$ cat src/pcfr_pkg.sv
// pcfr_pkg: widths, constants and unit control types for the period to frequency block
// used by pcfr_divider, pcfr_multiplier and period_count_frequency_and_roc
package pcfr_pkg;

   localparam int COUNT_W   = 16;
   localparam int FREQ_W    = 30;
   localparam int ROC_W     = 45;
   localparam int SUM_W     = FREQ_W + 1;
   localparam int STEP_W    = 6;

   localparam int DIV_REM_W = 47;
   localparam int DIV_DVD_W = 44;

   localparam int MUL_A_W   = 2 * FREQ_W;
   localparam int MUL_B_W   = FREQ_W;
   localparam int MUL_P_W   = MUL_A_W + MUL_B_W;

   // 16000 * 65536
   localparam logic [FREQ_W-1:0] FREQ_NUMERATOR = 30'd1048576000;

   localparam logic [STEP_W-1:0] FREQ_DIV_STEPS = 6'd30;
   localparam logic [STEP_W-1:0] ROC_DIV_STEPS  = 6'd44;
   localparam logic [STEP_W-1:0] MUL_STEPS      = 6'd30;

   typedef struct packed {
      logic              start;
      logic [STEP_W-1:0] steps;
   } unit_ctrl_type;

   typedef struct packed {
      logic busy;
      logic done;
   } unit_stat_type;

endpackage

$ cat src/pcfr_divider.sv
// pcfr_divider: restoring divider, one quotient bit per cycle
// depends on pcfr_pkg for widths and the unit control types
module pcfr_divider (
   input  logic                                 clock,
   input  logic                                 reset,
   input  pcfr_pkg::unit_ctrl_type              ctrl,
   input  logic [pcfr_pkg::DIV_REM_W-1:0]       rem_init,
   input  logic [pcfr_pkg::DIV_DVD_W-1:0]       dvd_init,
   input  logic [pcfr_pkg::DIV_REM_W-1:0]       divisor,
   output pcfr_pkg::unit_stat_type              stat,
   output logic [pcfr_pkg::DIV_DVD_W-1:0]       quotient
);

   logic [pcfr_pkg::DIV_REM_W-1:0] rem_ff, rem_in;
   logic [pcfr_pkg::DIV_DVD_W-1:0] dvd_ff, dvd_in;
   logic [pcfr_pkg::DIV_REM_W-1:0] dsr_ff;
   logic [pcfr_pkg::STEP_W-1:0]    cnt_ff, steps_ff;
   logic                           busy_ff, done_ff;

   logic [pcfr_pkg::DIV_REM_W:0]   shifted, trial;
   logic                           ge;

   always_comb begin
      shifted = {rem_ff, dvd_ff[pcfr_pkg::DIV_DVD_W-1]};
      ge      = shifted >= {1'b0, dsr_ff};
      trial   = shifted - {1'b0, dsr_ff};
      rem_in  = ge ? trial[pcfr_pkg::DIV_REM_W-1:0] : shifted[pcfr_pkg::DIV_REM_W-1:0];
      dvd_in  = {dvd_ff[pcfr_pkg::DIV_DVD_W-2:0], ge};
   end

   always_ff @(posedge clock) begin
      if (reset) begin
         busy_ff <= 1'b0;
         done_ff <= 1'b0;
         cnt_ff  <= '0;
      end else begin
         done_ff <= 1'b0;
         if (ctrl.start) begin
            busy_ff <= 1'b1;
            cnt_ff  <= '0;
         end else if (busy_ff) begin
            cnt_ff <= cnt_ff + 1'b1;
            if (cnt_ff == steps_ff - 1'b1) begin
               busy_ff <= 1'b0;
               done_ff <= 1'b1;
            end
         end
      end
   end

   always_ff @(posedge clock) begin
      if (ctrl.start) begin
         rem_ff   <= rem_init;
         dvd_ff   <= dvd_init;
         dsr_ff   <= divisor;
         steps_ff <= ctrl.steps;
      end else if (busy_ff) begin
         rem_ff <= rem_in;
         dvd_ff <= dvd_in;
      end
   end

   assign stat.busy = busy_ff;
   assign stat.done = done_ff;
   assign quotient  = dvd_ff;

endmodule

$ cat src/pcfr_multiplier.sv
// pcfr_multiplier: shift-add multiplier, one multiplier bit per cycle
// depends on pcfr_pkg for widths and the unit control types
module pcfr_multiplier (
   input  logic                               clock,
   input  logic                               reset,
   input  pcfr_pkg::unit_ctrl_type            ctrl,
   input  logic [pcfr_pkg::MUL_A_W-1:0]       multiplicand,
   input  logic [pcfr_pkg::MUL_B_W-1:0]       multiplier,
   output pcfr_pkg::unit_stat_type            stat,
   output logic [pcfr_pkg::MUL_P_W-1:0]       product
);

   logic [pcfr_pkg::MUL_P_W-1:0] prod_ff, prod_in;
   logic [pcfr_pkg::MUL_A_W-1:0] mcand_ff;
   logic [pcfr_pkg::STEP_W-1:0]  cnt_ff, steps_ff;
   logic                         busy_ff, done_ff;
   logic [pcfr_pkg::MUL_A_W:0]   acc;

   always_comb begin
      acc = {1'b0, prod_ff[pcfr_pkg::MUL_P_W-1:pcfr_pkg::MUL_B_W]}
          + (prod_ff[0] ? {1'b0, mcand_ff} : '0);
      prod_in = {acc, prod_ff[pcfr_pkg::MUL_B_W-1:1]};
   end

   always_ff @(posedge clock) begin
      if (reset) begin
         busy_ff <= 1'b0;
         done_ff <= 1'b0;
         cnt_ff  <= '0;
      end else begin
         done_ff <= 1'b0;
         if (ctrl.start) begin
            busy_ff <= 1'b1;
            cnt_ff  <= '0;
         end else if (busy_ff) begin
            cnt_ff <= cnt_ff + 1'b1;
            if (cnt_ff == steps_ff - 1'b1) begin
               busy_ff <= 1'b0;
               done_ff <= 1'b1;
            end
         end
      end
   end

   always_ff @(posedge clock) begin
      if (ctrl.start) begin
         prod_ff  <= {{pcfr_pkg::MUL_A_W{1'b0}}, multiplier};
         mcand_ff <= multiplicand;
         steps_ff <= ctrl.steps;
      end else if (busy_ff) begin
         prod_ff <= prod_in;
      end
   end

   assign stat.busy = busy_ff;
   assign stat.done = done_ff;
   assign product   = prod_ff;

endmodule

$ cat src/period_count_frequency_and_roc.sv
// Period count to frequency and rate of change. Each transfer on req_ carries a period
// measured in 16 kHz ticks; one transfer on rsp_ returns the frequency in unsigned Q14.16,
// the rate of change against the previous frequency in signed Q28.16, and an error flag
// for a zero count (frequency 0, rate 0). One item is worked at a time: a nonzero count
// passes through the shared bit-serial divider (30 steps for the frequency, 44 for the
// rate) and the bit-serial multiplier (two passes of 30 steps); a zero count goes
// straight to the done state. A new item is taken while a finished result waits on rsp_stall.
// depends on pcfr_pkg, pcfr_divider and pcfr_multiplier
module period_count_frequency_and_roc (
   input  logic                                clock,
   input  logic                                reset,
   input  logic                                req_valid,
   output logic                                req_stall,
   input  logic [pcfr_pkg::COUNT_W-1:0]        req_sample_count,
   output logic                                rsp_valid,
   input  logic                                rsp_stall,
   output logic [pcfr_pkg::FREQ_W-1:0]         rsp_frequency_q16,
   output logic signed [pcfr_pkg::ROC_W-1:0]   rsp_rate_of_change_q16,
   output logic                                rsp_count_error
);

   localparam logic [2:0] S_IDLE = 3'd0;
   localparam logic [2:0] S_FDIV = 3'd1;
   localparam logic [2:0] S_MUL1 = 3'd2;
   localparam logic [2:0] S_MUL2 = 3'd3;
   localparam logic [2:0] S_RDIV = 3'd4;
   localparam logic [2:0] S_DONE = 3'd5;

   logic [2:0]                    state_ff, state_in;
   logic [pcfr_pkg::FREQ_W-1:0]   prev_ff;
   logic [pcfr_pkg::FREQ_W-1:0]   freq_ff;
   logic                          err_ff;
   logic                          neg_ff;
   logic [pcfr_pkg::ROC_W-1:0]    roc_ff;

   logic                          rsp_valid_ff;
   logic [pcfr_pkg::FREQ_W-1:0]   rsp_freq_ff;
   logic [pcfr_pkg::ROC_W-1:0]    rsp_roc_ff;
   logic                          rsp_err_ff;

   pcfr_pkg::unit_ctrl_type         div_ctrl, mul_ctrl;
   pcfr_pkg::unit_stat_type         div_stat, mul_stat;
   logic [pcfr_pkg::DIV_REM_W-1:0]  div_rem_init, div_divisor;
   logic [pcfr_pkg::DIV_DVD_W-1:0]  div_dvd_init, div_q;
   logic [pcfr_pkg::MUL_A_W-1:0]    mul_a;
   logic [pcfr_pkg::MUL_B_W-1:0]    mul_b;
   logic [pcfr_pkg::MUL_P_W-1:0]    mul_p;

   logic                            accept, out_free;
   logic [pcfr_pkg::FREQ_W-1:0]     f_new, diff;
   logic                            neg_new;
   logic [pcfr_pkg::SUM_W-1:0]      sum;
   logic [pcfr_pkg::ROC_W-1:0]      mag;

   assign req_stall = state_ff != S_IDLE;
   assign accept    = req_valid && !req_stall;
   assign out_free  = !rsp_valid_ff || !rsp_stall;

   always_comb begin
      f_new   = div_q[pcfr_pkg::FREQ_W-1:0];
      neg_new = f_new < prev_ff;
      diff    = neg_new ? prev_ff - f_new : f_new - prev_ff;
      sum     = {1'b0, freq_ff} + {1'b0, prev_ff};
      mag     = {1'b0, div_q};
   end

   // unit sequencing
   always_comb begin
      state_in     = state_ff;
      div_ctrl     = '{start: 1'b0, steps: pcfr_pkg::FREQ_DIV_STEPS};
      mul_ctrl     = '{start: 1'b0, steps: pcfr_pkg::MUL_STEPS};
      div_rem_init = '0;
      div_dvd_init = {pcfr_pkg::FREQ_NUMERATOR,
                      {(pcfr_pkg::DIV_DVD_W - pcfr_pkg::FREQ_W){1'b0}}};
      div_divisor  = {{(pcfr_pkg::DIV_REM_W - pcfr_pkg::COUNT_W){1'b0}}, req_sample_count};
      mul_a        = {{(pcfr_pkg::MUL_A_W - pcfr_pkg::FREQ_W){1'b0}}, diff};
      mul_b        = f_new;
      unique case (state_ff)
         S_IDLE: begin
            if (accept) begin
               if (req_sample_count == '0) begin
                  state_in = S_DONE;
               end else begin
                  div_ctrl.start = 1'b1;
                  state_in       = S_FDIV;
               end
            end
         end
         S_FDIV: begin
            if (div_stat.done) begin
               mul_ctrl.start = 1'b1;
               state_in       = S_MUL1;
            end
         end
         S_MUL1: begin
            mul_a = mul_p[pcfr_pkg::MUL_A_W-1:0];
            mul_b = prev_ff;
            if (mul_stat.done) begin
               mul_ctrl.start = 1'b1;
               state_in       = S_MUL2;
            end
         end
         S_MUL2: begin
            // dividend is twice the product; its top bits start the remainder
            div_rem_init = mul_p[pcfr_pkg::MUL_P_W-1:pcfr_pkg::DIV_DVD_W-1];
            div_dvd_init = {mul_p[pcfr_pkg::DIV_DVD_W-2:0], 1'b0};
            div_divisor  = {sum, {(pcfr_pkg::DIV_REM_W - pcfr_pkg::SUM_W){1'b0}}};
            div_ctrl.steps = pcfr_pkg::ROC_DIV_STEPS;
            if (mul_stat.done) begin
               div_ctrl.start = 1'b1;
               state_in       = S_RDIV;
            end
         end
         S_RDIV: begin
            if (div_stat.done) begin
               state_in = S_DONE;
            end
         end
         S_DONE: begin
            if (out_free) begin
               state_in = S_IDLE;
            end
         end
         default: begin
            state_in = S_IDLE;
         end
      endcase
   end

   always_ff @(posedge clock) begin
      if (reset) begin
         state_ff     <= S_IDLE;
         prev_ff      <= '0;
         rsp_valid_ff <= 1'b0;
      end else begin
         state_ff <= state_in;
         if (state_ff == S_DONE && out_free) begin
            prev_ff      <= freq_ff;
            rsp_valid_ff <= 1'b1;
         end else if (!rsp_stall) begin
            rsp_valid_ff <= 1'b0;
         end
      end
   end

   always_ff @(posedge clock) begin
      if (accept) begin
         freq_ff <= '0;
         roc_ff  <= '0;
         err_ff  <= req_sample_count == '0;
      end
      if (state_ff == S_FDIV && div_stat.done) begin
         freq_ff <= f_new;
         neg_ff  <= neg_new;
      end
      if (state_ff == S_RDIV && div_stat.done) begin
         roc_ff <= neg_ff ? (~mag) + 1'b1 : mag;
      end
      if (state_ff == S_DONE && out_free) begin
         rsp_freq_ff <= freq_ff;
         rsp_roc_ff  <= roc_ff;
         rsp_err_ff  <= err_ff;
      end
   end

   pcfr_divider u_divider (
      .clock    (clock),
      .reset    (reset),
      .ctrl     (div_ctrl),
      .rem_init (div_rem_init),
      .dvd_init (div_dvd_init),
      .divisor  (div_divisor),
      .stat     (div_stat),
      .quotient (div_q)
   );

   pcfr_multiplier u_multiplier (
      .clock        (clock),
      .reset        (reset),
      .ctrl         (mul_ctrl),
      .multiplicand (mul_a),
      .multiplier   (mul_b),
      .stat         (mul_stat),
      .product      (mul_p)
   );

   assign rsp_valid              = rsp_valid_ff;
   assign rsp_frequency_q16      = rsp_freq_ff;
   assign rsp_rate_of_change_q16 = rsp_roc_ff;
   assign rsp_count_error        = rsp_err_ff;

endmodule
$ cat config.mk
export PLATFORM = sky130hd
export DESIGN_NAME = period_count_frequency_and_roc
export DESIGN_NICKNAME = d
export VERILOG_FILES = /design/src/pcfr_pkg.sv /design/src/pcfr_divider.sv /design/src/pcfr_multiplier.sv /design/src/period_count_frequency_and_roc.sv
export SDC_FILE = /design/constraint.sdc
export NUM_CORES = 1
export LEC_CHECK = 0
export BUFFER_PORTS_ARGS = -buffer_cell sky130_fd_sc_hd__buf_2
export CAP_MARGIN = 25
export CORE_AREA = 2 2 241 267
export DETAILED_ROUTE_END_ITERATION = 12
export DIE_AREA = 0 0 243 269
export PLACE_DENSITY_LB_ADDON = 0.08
export SLEW_MARGIN = 0
export SYNTH_ARGS = -nofsm -noshare
export SYNTH_HDL_FRONTEND = slang
export SYNTH_SLANG_ARGS = --single-unit
$ cat constraint.sdc
create_clock -name clock -period 6.7 [get_ports clock]
set_input_delay 0.335 -clock clock [delete_from_list [all_inputs] [get_ports clock]]
set_output_delay 0.335 -clock clock [all_outputs]
set_load 0.03 [all_outputs]
* Yosys cells after proc, flatten, opt, wreduce, memory -nomap -nowiden
Index checks and enable logic that the tools add are counted.
Cells by class: add/sub/neg operators 9, $mul 0, divide/modulo/power cells 0, magnitude comparators 2, equal/unequal tests 14, shifts and indexed selects 0, muxes and demuxes 43, bitwise logic cells 3, reductions and logical operators 20
Operators by type and width (count):
- two-way mux 30 bit | 7
- two-way mux 47 bit | 4
- two-way mux 45 bit | 3
- two-way mux 44 bit | 3
- adder 60 x 60 -> 61 bit | 1
- two-way mux 60 bit | 1
- subtractor 30 bit | 2
- >= comparator 48 x 47 -> 1 bit | 1
- subtractor 47 bit | 1
- adder 45 x 1 -> 45 bit (second input constant) | 1
- NOT 44 -> 45 bit | 1
- adder 30 x 30 -> 31 bit | 1
- < comparator 30 bit | 1
- two-way mux 3 bit | 7
- one-hot mux 3 bit (6 select lines) | 1
- zero test 16 bit | 1
- two-way mux 1 bit | 14
- adder 6 x 1 -> 6 bit (second input constant) | 2
- != test 2 x 1 -> 1 bit (second input constant) | 5
- nonzero test 2 bit | 4
- equality test 3 x 2 -> 1 bit (second input constant) | 2
- equality test 3 bit (second input constant) | 2
- equality test 6 x 5 -> 1 bit (second input constant) | 1
- equality test 6 bit | 1
- other kinds (14) | 24
Storage, ports and cells: register bits after elaboration 497, latch bits 0, memory bits (writable) 0, ROM bits 0, bits of input ports 20, output and inout bits 78, logic and storage cells 116, memories 0

* Logic depth before layout (Yosys ltp)
depth after elaboration 6, depth in mapped cells 16, depth with buffers taken out 14

* Cells and area by module
A second synthesis with hierarchy kept.
Unflattened totals: cell total of the unflattened synthesis 3388, area total of the unflattened synthesis 32705.1 µm²
Modules (own cells, without submodules):
- period_count_frequency_and_roc | instances 1, cells an instance 1537, area an instance 13437.9 µm², sequential area each 5275.1 µm²
- pcfr_multiplier | instances 1, cells an instance 1011, area an instance 9904.5 µm², sequential area each 4244.1 µm²
- pcfr_divider | instances 1, cells an instance 840, area an instance 9362.7 µm², sequential area each 4484.3 µm²

* Worst setup path before layout
OpenSTA, ideal clock, no wires.
kind flip-flop to flip-flop, from reg state_ff[2], to reg u_divider.dvd_ff (netlist bit u_divider.quotient[0]) (enable), library setup time 0.875 ns, data arrival time 3.453 ns, required time 5.825 ns, setup slack 2.373 ns, stages on the path, launching flop included 10, buffers on the path 3, cells stage by stage dfxtp_1 clkbuf_1 inv_1 nand3_1 inv_2 and2_0 a21oi_1 clkbuf_1 buf_1 nand2b_1
On the way: word-level cells in the longest chain between the ends 6, elaborated cells between the ends (all ways) 8, those cells by class eq/ne: 1; mux: 2; reduce/logical: 5
Ends and longest elaborated chain:
- start: declaration | line period_count_frequency_and_roc.sv:29 | logic [2:0] state_ff, state_in;
- start signal: assignment | line period_count_frequency_and_roc.sv:136 | state_ff <= state_in;
- nonzero test 3 bit | line period_count_frequency_and_roc.sv:55 | assign req_stall = state_ff != S_IDLE;
- zero test 1 bit | line period_count_frequency_and_roc.sv:56 | assign accept = req_valid && !req_stall;
- logical AND 1 bit | line period_count_frequency_and_roc.sv:56
- two-way mux 1 bit | line period_count_frequency_and_roc.sv:80 | if (accept) begin
- one-hot mux 1 bit (2 select lines) * | line period_count_frequency_and_roc.sv:78 | unique case (state_ff)
- nonzero test 2 bit (no source line) *
- end signal: assignment | line pcfr_divider.sv:54 | dvd_ff <= dvd_init;
- end signal: assignment | line pcfr_divider.sv:59 | dvd_ff <= dvd_in;
- end: declaration | line pcfr_divider.sv:15 | logic [pcfr_pkg::DIV_DVD_W-1:0] dvd_ff, dvd_in;
Mark *: on every way between the ends. The rest lies on a longest branch, timed or not. A chain may end at the register's enable or synchronous reset.

* Worst setup path after layout
from reg u_divider.dvd_ff (netlist bit u_divider.quotient[43]), to reg u_divider.rem_ff[33] (netlist bit) (data pin)
On the way: word-level cells in the longest chain between the ends 4, elaborated cells between the ends (all ways) 5, those cells by class add/sub: 1; order compare: 1; mux: 3
Ends and longest elaborated chain:
- subtractor 47 bit / >= comparator 48 x 47 -> 1 bit (equally long branches) | line pcfr_divider.sv:26, pcfr_divider.sv:25
- two-way mux 47 bit * | line pcfr_divider.sv:27 | rem_in = ge ? trial[pcfr_pkg::DIV_REM_W-1:0] : shifted[pcfr_pkg::DIV_REM_W-1:0];
- two-way mux 47 bit * | line pcfr_divider.sv:57 | end else if (busy_ff) begin
- two-way mux 47 bit * | line pcfr_divider.sv:52 | if (ctrl.start) begin
- end signal: assignment | line pcfr_divider.sv:53 | rem_ff <= rem_init;
- end signal: assignment | line pcfr_divider.sv:58 | rem_ff <= rem_in;
- end: declaration | line pcfr_divider.sv:14 | logic [pcfr_pkg::DIV_REM_W-1:0] rem_ff, rem_in;
Mark *: on every way between the ends. The rest lies on a longest branch, timed or not. The select of a mux whose other input is x is not followed.

==> summary.md <==
| Metric | Value |
|---|---|
| Fin nets | `3,616` |
| Site row count | `97` |
| Fin. Hold Viols | `0` |
| Worst r2r src | `u_divider.quotient[43]$_DFFE_PP_` |
| CTS clock-pin slew for the worst setup and hold paths | `60 ps` |
| Startpoint types | `flip-flop` |
| Die ar. | `0.0654 sq mm` |
| DR WL/cell | `23.7 um` |
| Yosys Warn Count | `0` |
| Final wirelength | `101,000 um` |
| Tightest Pin Transition | `1050 ps` |
| CTS root buffer | `clkbuf_16` |
| Setup Fix Bufs, Post-CTS | `0` |
| Arr. time, crit path | `4930 ps` |
| Crit path from | `u_divider.quotient[43]$_DFFE_PP_` |
| HP Start | `req_sample_count[6]` |
| Via total after detailed routing | `25,800` |
| Vias in the first global route | `24,700` |
| Core Area | `0.0629 sq mm` |
| Synth async-reset ratio | `0%` |
| Die H | `269 um` |
| Dpl ws | `2090 ps` |
| Routability cong. | `0.957` |
| Hold Path End | `u_divider.dsr_ff[6]$_SDFFCE_PP0P_` |
| Slew Limit Fails | `0` |
| Total congestion overflow | `0` |
| CTS tree | `built` |
| Clk_lat worst skew | `630 ps` |
| Post-CTS sizing | `0` |
| H-tree levels | `2` |
| Critical path data required time | `7040 ps` |
| Placed Instances | `4,162` |
| Post-DP HPWL | `74,600 um` |
| Die span in x | `243 um` |
| Fin cells | `4,280` |
| Pre-antenna DRT Iters | `6` |
| CP max-delay cell | `or4_2` |
| DRT antenna net count | `0` |
| IO buf count | `97` |
| RSZ-0062 raised after global routing | `false` |
| Syn Inst Count | `3,366` |
| Most frequent cells in the layout | `edfxtp_1 (383), nand2_1 (371), nor2_1 (294)` |
| Worst path cell trace | `inv_1, ha_1, fa_1, nand2b_1, a21oi_1, a211oi_1, o31ai_2, a21oi_2, a21oi_1, or4_2, nand2_1, o221ai_1` |
| Layout Skew | `36.9 ps` |
| Synthesis-to-finish area growth | `10.2%` |
| Critical path class | `flip-flop to flip-flop` |
| Via density | `6.03` |
| Initial DRC count | `2,174` |
| Mean post-synth cell area | `9.21 sq um` |
| Cts bufs inserted | `55` |
| Fin util | `54.3%` |
| Leakage | `13.3 nW` |
| Highest clock rate | `218 MHz` |
| Register area share after synthesis | `44.2%` |
| Clock Sinks | `493` |
| Final WS setup | `2110 ps` |
| Setup TNS | `0 ps` |
| First-pass GRT wire length | `153,000 um` |
| Largest net degree at the start of global routing | `95` |
| GRT Resource Usage Total | `30.5%` |
| Worst setup EP type | `flip-flop` |
| Drt drc | `0` |
| Commonest non-fill, non-tap cell in the layout | `edfxtp_1` |
| EDFF count, synth | `383` |
| Hold Crit Depth | `2` |
| Synth cell types | `93` |
| Top cell by count, worst path | `a21oi_1` |
| Fin crit share | `68.6%` |
| Outcome | `finished clean` |
| IO Pins | `98` |
| Max Cap Violations | `0` |
| Type of the tightest min-delay check | `input pin to flip-flop` |
| Mapped Area | `0.0310 sq mm` |
| Critical path fanouts, max | `28` |
| Syn Nets | `3,591` |
| Initial antenna violation count | `1` |
| Peak supply drop | `0.213 mV` |
| Share of post-route cells with drive strength above 1 | `7.85%` |
| Reg2reg path depth | `12` |
| Rel. slew slack | `30.2%` |
| Synth Flop Type | `edfxtp_1` |
| Crit-path leading delay family | `simple AND/OR/NAND/NOR gates` |
| Clock Path Buffers | `3` |
| Synthesized flop and latch total | `493` |
| PwrDens | `327 mW/mm^2` |
| R2r endpoint | `u_divider.rem_ff[33]$_DFFE_PP_` |
| Worst path buffer plus inverter count | `1` |
| Tmin final | `4590 ps` |
| CP peak stage delay | `930 ps` |
| Starting Density | `49.3%` |
| Reg-to-reg setup timing slack | `2110 ps` |
| Finish-stage setup viols | `0` |
## metal layers
layer  track usage (%)  routed length, um  share of wire, %  vias to the layer above
li1                  -                  -                 -                    12200
met1              39.7              42900                42                    12600
met2              52.5              49100                48                      867
met3              2.92               4950               4.9                      171
met4              12.3               4340               4.3                        0
met5                 0                  0                 0                        -
## cell type report
type                            instances  area, sq um
Antenna cell                            1         2.50
Clock buffer                           85         1600
Clock inverter                         19          295
Fill cell                            5786        28700
Inverter                              168          643
Multi-Input combinational cell       2531        16000
Sequential cell                       493        13700
Tap cell                              841         1050
Timing Repair Buffer                  142          868
## repair_timing
| item | 4_1_cts | 5_1_grt |
|---|---|---|
| hold buffers | 13 | 0 |
| endpoints found under the setup margin | 0 | 0 |
| hold endpoints to repair | 13 | 0 |
## sequential cells by signal (all words and copies together) (netlist names)
| name | cells |
|---|---|
| err_ff | 1 |
| u_multiplier.done_ff | 1 |
| u_multiplier.cnt_ff | 6 |
| u_divider.dsr_ff | 47 |
| state_ff | 3 |
| u_divider.busy_ff | 1 |
| rsp_valid | 1 |
| u_divider.done_ff | 1 |
| rsp_rate_of_change_q16 | 45 |
| u_divider.rem_ff | 47 |
| neg_ff | 1 |
| u_divider.quotient | 44 |
| rsp_count_error | 1 |
| u_multiplier.product | 90 |
| rsp_frequency_q16 | 30 |
| u_divider.cnt_ff | 6 |
| freq_ff | 30 |
| u_multiplier.mcand_ff | 60 |
| roc_ff | 45 |
| u_divider.steps_ff | 2 |
| prev_ff | 30 |
| u_multiplier.busy_ff | 1 |
## cells by family after synthesis
group,count (synthesis),synth area share (%)
buffers and inverters,342,4.35
muxes,47,1.53
AOI/OAI and AO/OA,932,18.5
DFF,493,44.2
and+or+nand+nor,1150,17.5
xor gates and xnor gates,197,5.57
adders and majority gates,205,8.39
## per-stage QoR
step / power [mW] / hold WS (ps) / area [sq um]
final: 11.2 / 45.2 / 34200
after global routing: 11.8 / 36.9 / 34100
after CTS: 11.2 / 21.4 / 34100
after detailed placement: 7.92 / 405 / 32100
after global placement: 7.90 / 406 / 32100
after floorplan: 6.90 / 400 / 31000
## Yosys cell counts (31+ instances only)
cell,instances,area share [%]
a211oi_1,31,0.75
a21o_1,99,2.4
a21oi_1,276,4.5
a31oi_1,59,1.2
and2_1,115,2.3
and3_1,39,0.79
clkbuf_1,139,1.7
dfxtp_1,110,7.1
edfxtp_1,383,37
ha_1,200,8.1
inv_1,165,2.0
mux2i_1,43,1.4
nand2_1,373,4.5
nand3_1,97,1.6
nand4_1,52,1.0
nor2_1,295,3.6
nor2b_1,32,0.65
nor3_1,53,0.86
o21ai_0,249,4.0
o21bai_1,33,0.80
xnor2_1,129,3.6
xor2_1,68,1.9
## worst max path at each step
stage | depth (start not counted) | slack (ps) | to
2_1_floorplan | 9 | 2370 | u_divider.quotient[0]$_SDFFCE_PP0P_
3_3_place_gp | 12 | 2160 | u_divider.rem_ff[33]$_DFFE_PP_
5_1_grt | 14 | 1770 | u_multiplier.mcand_ff[16]$_DFFE_PP_
4_1_cts | 12 | 2110 | u_divider.rem_ff[33]$_DFFE_PP_
3_5_place_dp | 12 | 2090 | u_divider.rem_ff[25]$_DFFE_PP_
6_report | 12 | 2110 | u_divider.rem_ff[33]$_DFFE_PP_
## report_power, final
group	total, mW	internal (mW)	switching (mW)
Combinational	3.77	1.46	2.32
Clock	3.22	1.91	1.31
Sequential	4.17	3.78	0.391
Power figures use the tool's default switching activity.
